## config.mk

```make
export PLATFORM = sky130hd
export DESIGN_NAME = sample_fifo_packet_framer_flat
export DESIGN_NICKNAME = d
export VERILOG_FILES = /design/src/rtl/sfpf_pkg.sv /design/src/rtl/sfpf_stream_if.sv /design/src/rtl/sample_fifo_packet_framer.sv /design/src/flat_wrapper.sv
export SDC_FILE = /design/constraint.sdc
export NUM_CORES = 1
export LEC_CHECK = 0
export BUFFER_PORTS_ARGS = -buffer_cell sky130_fd_sc_hd__buf_2
export CAP_MARGIN = 30
export CORE_ASPECT_RATIO = 2
export CORE_MARGIN = 1.5
export CORE_UTILIZATION = 45
export CTS_CLUSTER_DIAMETER = 200
export DETAILED_ROUTE_END_ITERATION = 12
export PLACE_DENSITY = 0.7
export SKIP_LAST_GASP = 1
export SYNTH_ARGS = -nofsm -noshare
export SYNTH_HDL_FRONTEND = slang
export SYNTH_SLANG_ARGS = --single-unit
```

## constraint.sdc

```tcl
create_clock -name clk -period 8.77 [get_ports clk]
set_clock_uncertainty 0.2 [all_clocks]
set_input_delay 1.3155 -clock clk [delete_from_list [all_inputs] [get_ports clk]]
set_output_delay 1.3155 -clock clk [all_outputs]
set_load 0.02 [all_outputs]
```

## src/rtl/sfpf_pkg.sv

```systemverilog
// Package for the sample FIFO packet framer: field widths, markers, byte kinds.
// Depends on nothing; used by the interfaces, the top level and the checker.
`default_nettype none

package sfpf_pkg;

    localparam int FIFO_DEPTH_DEF = 128;

    localparam int SAMPLE_W = 10;
    localparam int BYTE_W   = 8;
    localparam int KIND_W   = 2;
    localparam int LEN_W    = 16;

    localparam logic [LEN_W-1:0] PACKET_LENGTH_RST = 16'd1024;

    localparam logic [BYTE_W-1:0] MARK_OPEN  = 8'h5C;
    localparam logic [BYTE_W-1:0] MARK_CLOSE = 8'hC5;

    localparam logic [KIND_W-1:0] KIND_START = 2'd0;
    localparam logic [KIND_W-1:0] KIND_SIZE  = 2'd1;
    localparam logic [KIND_W-1:0] KIND_DATA  = 2'd2;
    localparam logic [KIND_W-1:0] KIND_END   = 2'd3;

endpackage

`default_nettype wire

```

## src/rtl/sfpf_stream_if.sv

```systemverilog
// Valid/ready channel interfaces for the framer's input items and output bytes.
// Depends on sfpf_pkg for field widths.
`default_nettype none

interface sfpf_in_if;
    import sfpf_pkg::*;

    logic                valid;
    logic                ready;
    logic                op;
    logic [SAMPLE_W-1:0] sample;

    modport source (output valid, output op, output sample, input ready);
    modport sink   (input valid, input op, input sample, output ready);
endinterface

interface sfpf_out_if;
    import sfpf_pkg::*;

    logic              valid;
    logic              ready;
    logic [BYTE_W-1:0] tx_byte;
    logic [KIND_W-1:0] byte_kind;
    logic              last;

    modport source (output valid, output tx_byte, output byte_kind, output last, input ready);
    modport sink   (input valid, input tx_byte, input byte_kind, input last, output ready);
endinterface

`default_nettype wire

```

## src/rtl/sample_fifo_packet_framer.sv

```systemverilog
// Sample FIFO with packet framer. An accepted item is held in the input register until
// it is processed; its bytes are then registered in the result buffer, which drives the
// result channel. Samples are taken one per cycle unless a tick waits there for the
// two-entry result buffer, which drains one byte per cycle while result.ready is high.
// Reset (rst_n, async, low) clears pointers, phase, count and buffers and sets
// packet_length to 1024; the sample store is not cleared and needs no sweep.
`default_nettype none

module sample_fifo_packet_framer #(
    parameter int FIFO_DEPTH = sfpf_pkg::FIFO_DEPTH_DEF
) (
    input  wire logic        clk,
    input  wire logic        rst_n,
    input  wire logic        psel,
    input  wire logic        penable,
    input  wire logic        pwrite,
    input  wire logic [2:0]  paddr,
    input  wire logic [31:0] pwdata,
    output logic [31:0]      prdata,
    output logic             pready,
    sfpf_in_if.sink          item,
    sfpf_out_if.source       result
);
    import sfpf_pkg::*;

    localparam int PTR_W = $clog2(FIFO_DEPTH);
    localparam logic [PTR_W-1:0] PTR_LAST = PTR_W'(FIFO_DEPTH - 1);
    localparam logic REG_PACKET_LENGTH = 1'b0;

    typedef enum logic [1:0] {PH_START, PH_SIZE, PH_DATA, PH_END} phase_t;

    typedef struct packed {
        logic [BYTE_W-1:0] tx_byte;
        logic [KIND_W-1:0] byte_kind;
        logic              last;
    } res_t;

    function automatic logic [PTR_W-1:0] ptr_inc(input logic [PTR_W-1:0] p);
        return (p == PTR_LAST) ? '0 : p + 1'b1;
    endfunction

    // State registers
    logic                in_valid_reg;
    logic                in_op_reg;
    logic [SAMPLE_W-1:0] in_sample_reg;
    logic [PTR_W-1:0]    wr_ptr_reg, wr_ptr_next;
    logic [PTR_W-1:0]    rd_ptr_reg, rd_ptr_next;
    phase_t              phase_reg, phase_next;
    logic [LEN_W-1:0]    sent_reg, sent_next;
    logic [LEN_W-1:0]    plen_reg;
    logic [1:0]          buf_cnt_reg;
    res_t                buf0_reg, buf1_reg;
    logic [SAMPLE_W-1:0] rd_data_reg;

    logic [SAMPLE_W-1:0] fifo_mem [FIFO_DEPTH];

    logic       out_fire, buf_free, can_proc, tick_proc;
    logic       fifo_empty, fifo_full, mem_we, cfg_wr;
    res_t       r0, r1;
    logic [1:0] r_cnt;

    // Handshakes
    assign out_fire     = result.valid && result.ready;
    assign buf_free     = (buf_cnt_reg == 2'd0) || ((buf_cnt_reg == 2'd1) && out_fire);
    assign can_proc     = in_valid_reg && (!in_op_reg || buf_free);
    assign tick_proc    = can_proc && in_op_reg;
    assign item.ready   = !in_valid_reg || can_proc;
    assign result.valid = (buf_cnt_reg != 2'd0);
    assign result.tx_byte   = buf0_reg.tx_byte;
    assign result.byte_kind = buf0_reg.byte_kind;
    assign result.last      = buf0_reg.last;

    // Configuration port
    assign pready = 1'b1;
    assign cfg_wr = psel && penable && pwrite && (paddr[2] == REG_PACKET_LENGTH);
    assign prdata = (paddr[2] == REG_PACKET_LENGTH) ? {16'd0, plen_reg} : 32'd0;

    assign fifo_empty = (rd_ptr_reg == wr_ptr_reg);
    assign fifo_full  = (rd_ptr_reg == ptr_inc(wr_ptr_reg));

    // Process the item held in the input register
    always_comb
    begin
        wr_ptr_next = wr_ptr_reg;
        rd_ptr_next = rd_ptr_reg;
        phase_next  = phase_reg;
        sent_next   = sent_reg;
        mem_we      = 1'b0;
        r0          = '0;
        r1          = '0;
        r_cnt       = 2'd0;
        if (can_proc && !in_op_reg)
        begin
            if (!fifo_full)
            begin
                mem_we      = 1'b1;
                wr_ptr_next = ptr_inc(wr_ptr_reg);
            end
        end
        else if (tick_proc)
        begin
            unique case (phase_reg)
                PH_START:
                begin
                    r0         = '{MARK_OPEN, KIND_START, 1'b1};
                    r_cnt      = 2'd1;
                    sent_next  = '0;
                    phase_next = PH_SIZE;
                end
                PH_SIZE:
                begin
                    r0         = '{plen_reg[7:0], KIND_SIZE, 1'b0};
                    r1         = '{plen_reg[15:8], KIND_SIZE, 1'b1};
                    r_cnt      = 2'd2;
                    phase_next = PH_DATA;
                end
                PH_DATA:
                begin
                    if (sent_reg < plen_reg)
                    begin
                        if (!fifo_empty)
                        begin
                            r0          = '{rd_data_reg[7:0], KIND_DATA, 1'b0};
                            r1          = '{{6'd0, rd_data_reg[9:8]}, KIND_DATA, 1'b1};
                            r_cnt       = 2'd2;
                            rd_ptr_next = ptr_inc(rd_ptr_reg);
                            sent_next   = sent_reg + 1'b1;
                        end
                    end
                    else
                    begin
                        sent_next  = '0;
                        phase_next = PH_END;
                    end
                end
                PH_END:
                begin
                    r0         = '{MARK_CLOSE, KIND_END, 1'b1};
                    r_cnt      = 2'd1;
                    phase_next = PH_START;
                end
                default:
                begin
                    phase_next = PH_START;
                end
            endcase
        end
    end

    // Sample store: write on push, registered read of the next head with write bypass
    always_ff @(posedge clk)
    begin
        if (mem_we)
        begin
            fifo_mem[wr_ptr_reg] <= in_sample_reg;
        end
        if (mem_we && (wr_ptr_reg == rd_ptr_next))
        begin
            rd_data_reg <= in_sample_reg;
        end
        else
        begin
            rd_data_reg <= fifo_mem[rd_ptr_next];
        end
    end

    // Hold state, input register and result buffer
    always_ff @(posedge clk or negedge rst_n)
    begin
        if (!rst_n)
        begin
            in_valid_reg  <= 1'b0;
            in_op_reg     <= 1'b0;
            in_sample_reg <= '0;
            wr_ptr_reg    <= '0;
            rd_ptr_reg    <= '0;
            phase_reg     <= PH_START;
            sent_reg      <= '0;
            plen_reg      <= PACKET_LENGTH_RST;
            buf_cnt_reg   <= 2'd0;
            buf0_reg      <= '0;
            buf1_reg      <= '0;
        end
        else
        begin
            if (item.ready)
            begin
                in_valid_reg  <= item.valid;
                in_op_reg     <= item.op;
                in_sample_reg <= item.sample;
            end
            wr_ptr_reg <= wr_ptr_next;
            rd_ptr_reg <= rd_ptr_next;
            phase_reg  <= phase_next;
            sent_reg   <= sent_next;
            if (cfg_wr)
            begin
                plen_reg <= pwdata[LEN_W-1:0];
            end
            // Load fresh bytes, or advance the buffer by one sent byte
            if (tick_proc)
            begin
                buf0_reg    <= r0;
                buf1_reg    <= r1;
                buf_cnt_reg <= r_cnt;
            end
            else if (out_fire)
            begin
                buf0_reg    <= buf1_reg;
                buf_cnt_reg <= buf_cnt_reg - 2'd1;
            end
        end
    end

endmodule

`default_nettype wire

```

## src/flat_wrapper.sv

```systemverilog
// flat-port wrapper written by rule: the top's interface ports become plain ports
module sample_fifo_packet_framer_flat import sfpf_pkg::*;
#(
    parameter int FIFO_DEPTH = sfpf_pkg::FIFO_DEPTH_DEF
)
  (clk, rst_n, psel, penable, pwrite, paddr, pwdata, prdata, pready, item_valid, item_op, item_sample, item_ready, result_valid, result_tx_byte, result_byte_kind, result_last, result_ready);
  sfpf_in_if item_i ();
  sfpf_out_if result_i ();
  input  wire logic clk;
  input  wire logic rst_n;
  input  wire logic psel;
  input  wire logic penable;
  input  wire logic pwrite;
  input  wire logic [2:0] paddr;
  input  wire logic [31:0] pwdata;
  output logic [31:0] prdata;
  output logic pready;
  input wire logic [$bits(item_i.valid)-1:0] item_valid;
  input wire logic [$bits(item_i.op)-1:0] item_op;
  input wire logic [$bits(item_i.sample)-1:0] item_sample;
  output wire logic [$bits(item_i.ready)-1:0] item_ready;
  output wire logic [$bits(result_i.valid)-1:0] result_valid;
  output wire logic [$bits(result_i.tx_byte)-1:0] result_tx_byte;
  output wire logic [$bits(result_i.byte_kind)-1:0] result_byte_kind;
  output wire logic [$bits(result_i.last)-1:0] result_last;
  input wire logic [$bits(result_i.ready)-1:0] result_ready;
  assign item_i.valid = item_valid;
  assign item_i.op = item_op;
  assign item_i.sample = item_sample;
  assign item_ready = item_i.ready;
  assign result_valid = result_i.valid;
  assign result_tx_byte = result_i.tx_byte;
  assign result_byte_kind = result_i.byte_kind;
  assign result_last = result_i.last;
  assign result_i.ready = result_ready;
  sample_fifo_packet_framer #(.FIFO_DEPTH(FIFO_DEPTH)) u_core (.clk(clk), .rst_n(rst_n), .psel(psel), .penable(penable), .pwrite(pwrite), .paddr(paddr), .pwdata(pwdata), .prdata(prdata), .pready(pready), .item(item_i), .result(result_i));
endmodule
```

==> metrics.cfg <==
[status]
status=finished clean

[placement]
place_congestion=0.872
port_buffers=63
dp_hpwl_um=87700

[global_route]
use_met1_pct=23.4
grt_start_max_net_pins=112
overflow=0
antenna_found_initial=2
met3_usage_pct=2.54
grt.total_usage_pct=21.8
grt_pass1_wl_um=194000
grt_pass1_vias=28172
grt-busiest-layer=met2
grt_use_met2_pct=40.1

[layout]
largest_register_ffs=1280
final_cell_mix=edfxtp_1 (1280), mux4_2 (362), buf_4 (150), clkbuf_16 (102), nor2_1 (89)
drive_above_1_share_pct=28.5
syn2layout_area_growth_pct=12.0
final_common_cell=edfxtp_1
nets=2908

[floorplanning]
dieWidth_um=249
die-height_um=496
placementRows=180
start_util_pct=45.4
core_mm2=0.120
die_area_mm2=0.124
ios=99

[setup_path]
crit_path_top_delay_cell=nor3_1
crit_required_ps=9000
r2r_slack_ps=4040
crit_end=u_core.fifo_mem[89][7]$_DFFE_PP_
crit_arrival_ps=4960
path_cells=nand2_1, buf_4, a21oi_1, o21ai_0, a22oi_1, o32ai_1, a2111o_1, buf_4, nor3_1, buf_4
worstPathBufferInverterCount=3
cp-start-kind=flop
path_max_fanout=26
crit_path_max_incr_delay_ps=690
path_delay_family=compound AO/OA/AOI/OAI gates
cp.depth=10
r2r-end=u_core.fifo_mem[89][7]$_DFFE_PP_
cp-end-kind=flop
cpMostUsedCell=buf_4
startpoint=u_core.wr_ptr_reg[2]$_DFFE_PN0P_
critPathKind=flop to flop
worstRegToRegCells=10
r2r-start=u_core.wr_ptr_reg[2]$_DFFE_PN0P_

[sta]
fin_crit_ps=4730
worst-slew-pin-transition_ps=1070
relSlewSlack_pct=28.4
hold_viol=0
fin_crit_sh_pct=53.9
setup_violations=0
rsz0062_at_grt=no
drv_slew=0
tns_ps=0
clock.fmax_mhz=212

[power]
peakVddDrop_mv=0.224
netSwitchingFraction_pct=31.4
powerDensity_mw_per_mm2=296
power.total_w=0.0181
pwr-share-comb_pct=25.6
internal_power_w=0.0124
power_leakage_nw=19.4
p_seq_share_pct=47.1
switching_power_w=0.00568
clockPowerShare_pct=27.3

[clocking]
cts_tree=yes
cts-htree-levels=3
cts_sinks=1371
clock_latency_ps=720
cts_resized=0
clockBufferDepth=3
cts_setup_buffers=0
cts-buffers-inserted=102
hold_buffers=0
clk_pin_slew_ps=70
cts-root-buf=clkbuf_16

[detailed_routing]
drt_iter0_drc=2573
drcViolationCount=0
wire_per_inst_um=30.0
first_pass_iters=7
postRouteAntennaNets=0
wl_um=134000
vias_per_cell=6.09
vias=27194

[synth]
yosysSeqAreaShare_pct=74.5
synthCells=2656
ys_async_sr_fraction_pct=6.13
syn-mean-instance-area_um2=20.5
synth_cell_types=65
yosys_most_used_dff=edfxtp_1
synth_area_mm2=0.0546
synth-edff-count=1280
yosysWarnings=0
synth_seq_cells=1371

[flow_run]
drv_cap=0

[hold_path]
hold_path.class=input pin to async pin

[layer usage]
metal / vias to the layer above / share of wire, %
met5: - / 0
met4: 0 / 7.5
met3: 276 / 5.1
met2: 1104 / 55
met1: 14524 / 33
li1: 11290 / -
[worst min path at each step]
| stage | startpoint | slack, ps | endpoint |
|---|---|---|---|
| after floorplan | u_core.buf1_reg[1]$_DFFE_PN0P_ | 250 | u_core.buf1_reg[1]$_DFFE_PN0P_ |
| after global placement | u_core.buf1_reg[10]$_DFFE_PN0P_ | 270 | u_core.buf1_reg[10]$_DFFE_PN0P_ |
| after detailed placement | u_core.buf1_reg[0]$_DFFE_PN0P_ | 270 | u_core.buf1_reg[0]$_DFFE_PN0P_ |
| after CTS | rst_n | 200 | u_core.plen_reg[4]$_DFFE_PN0P_ |
| after global routing | rst_n | 240 | u_core.plen_reg[4]$_DFFE_PN0P_ |
| final | rst_n | 240 | u_core.in_op_reg$_DFFE_PN0P_ |
[cell type report]
type                            count  area [um2]
Clock buffer                      120        2650
Timing Repair Buffer              224        1600
Fill cell                        9318       59200
Tap cell                         1547        1940
Sequential cell                  1371       40700
Clock inverter                     71         877
Inverter                           34         128
Antenna cell                        3        7.51
Multi-Input combinational cell   1098       13200
[worst register-to-register path, cell delays in order (launching register included)]
cell	delay, ps
dfrtp_1	620
nand2_1	570
buf_4	450
a21oi_1	180
o21ai_0	80
a22oi_1	200
o32ai_1	220
a2111o_1	590
buf_4	310
nor3_1	740
buf_4	300
[cells in the mapped netlist (3+ instances only)]
master,n,share of area (%)
dfxtp_1,7,0.26
a22o_1,12,0.19
xnor2_1,18,0.29
ha_1,24,0.55
nand3_1,34,0.31
mux4_2,362,15
xor2_1,12,0.19
and3_1,8,0.092
nor2b_1,15,0.17
inv_1,32,0.22
a2111oi_0,8,0.13
nand2_1,83,0.57
a31oi_1,9,0.10
a221oi_1,5,0.080
mux2_2,32,0.66
nor3_1,69,0.63
nor2_1,89,0.61
nor4_1,35,0.40
o21ai_1,4,0.037
o41ai_1,5,0.080
and4_1,3,0.048
buf_1,20,0.14
mux2i_1,58,1.1
a2111o_1,3,0.062
and2_1,20,0.23
buf_4,39,0.54
edfxtp_1,1280,70
buf_2,37,0.34
clkbuf_1,60,0.41
buf_6,12,0.25
o211ai_1,5,0.069
a21oi_1,34,0.31
o22ai_1,8,0.092
a22oi_1,3,0.041
and2_0,3,0.034
o21ai_0,31,0.28
or3_1,4,0.046
nand2b_1,9,0.10
o221ai_1,14,0.22
nand4_1,15,0.17
a32oi_1,4,0.064
a21o_1,5,0.069
dfrtp_1,83,3.8
a211oi_1,14,0.19
[power groups by stage]
stage	Clock (W)	Sequential, W	Combinational [W]
floorplan	0	0.00855	0.00293
global placement	0	0.00862	0.00454
detailed placement	0	0.00867	0.00465
CTS	0.00501	0.00852	0.00466
global route	0.00523	0.00856	0.00484
finish	0.00494	0.00851	0.00464
[metrics by stage]
| step | hold WS (ps) | setup WS, ps | util (%) | cell area (um2) | instances |
|---|---|---|---|---|---|
| after floorplan | 246 | 5170 | - | 54600 | 2671 |
| after global placement | 269 | 4170 | 47.7 | 57300 | 4249 |
| after detailed placement | 272 | 4070 | 47.8 | 57500 | 4271 |
| after CTS | 198 | 4070 | 50.8 | 61000 | 4462 |
| after global routing | 237 | 3860 | 50.8 | 61100 | 4468 |
| final | 242 | 4040 | 50.8 | 61100 | 4468 |
[logic make-up (layout without fill, tap and decap cells)]
family          Yosys count  in the layout  synth area share, %
fa+ha+maj                24             24                0.550
flops                  1371           1371                 74.5
other cells               2             20               0.0138
buf+inv                 202            449                 1.91
simple gates            394            394                 3.53
xor+xnor                 30             30                0.481
mux                     452            452                 16.7
compound gates          181            181                 2.32
Power figures use the tool's default switching activity.
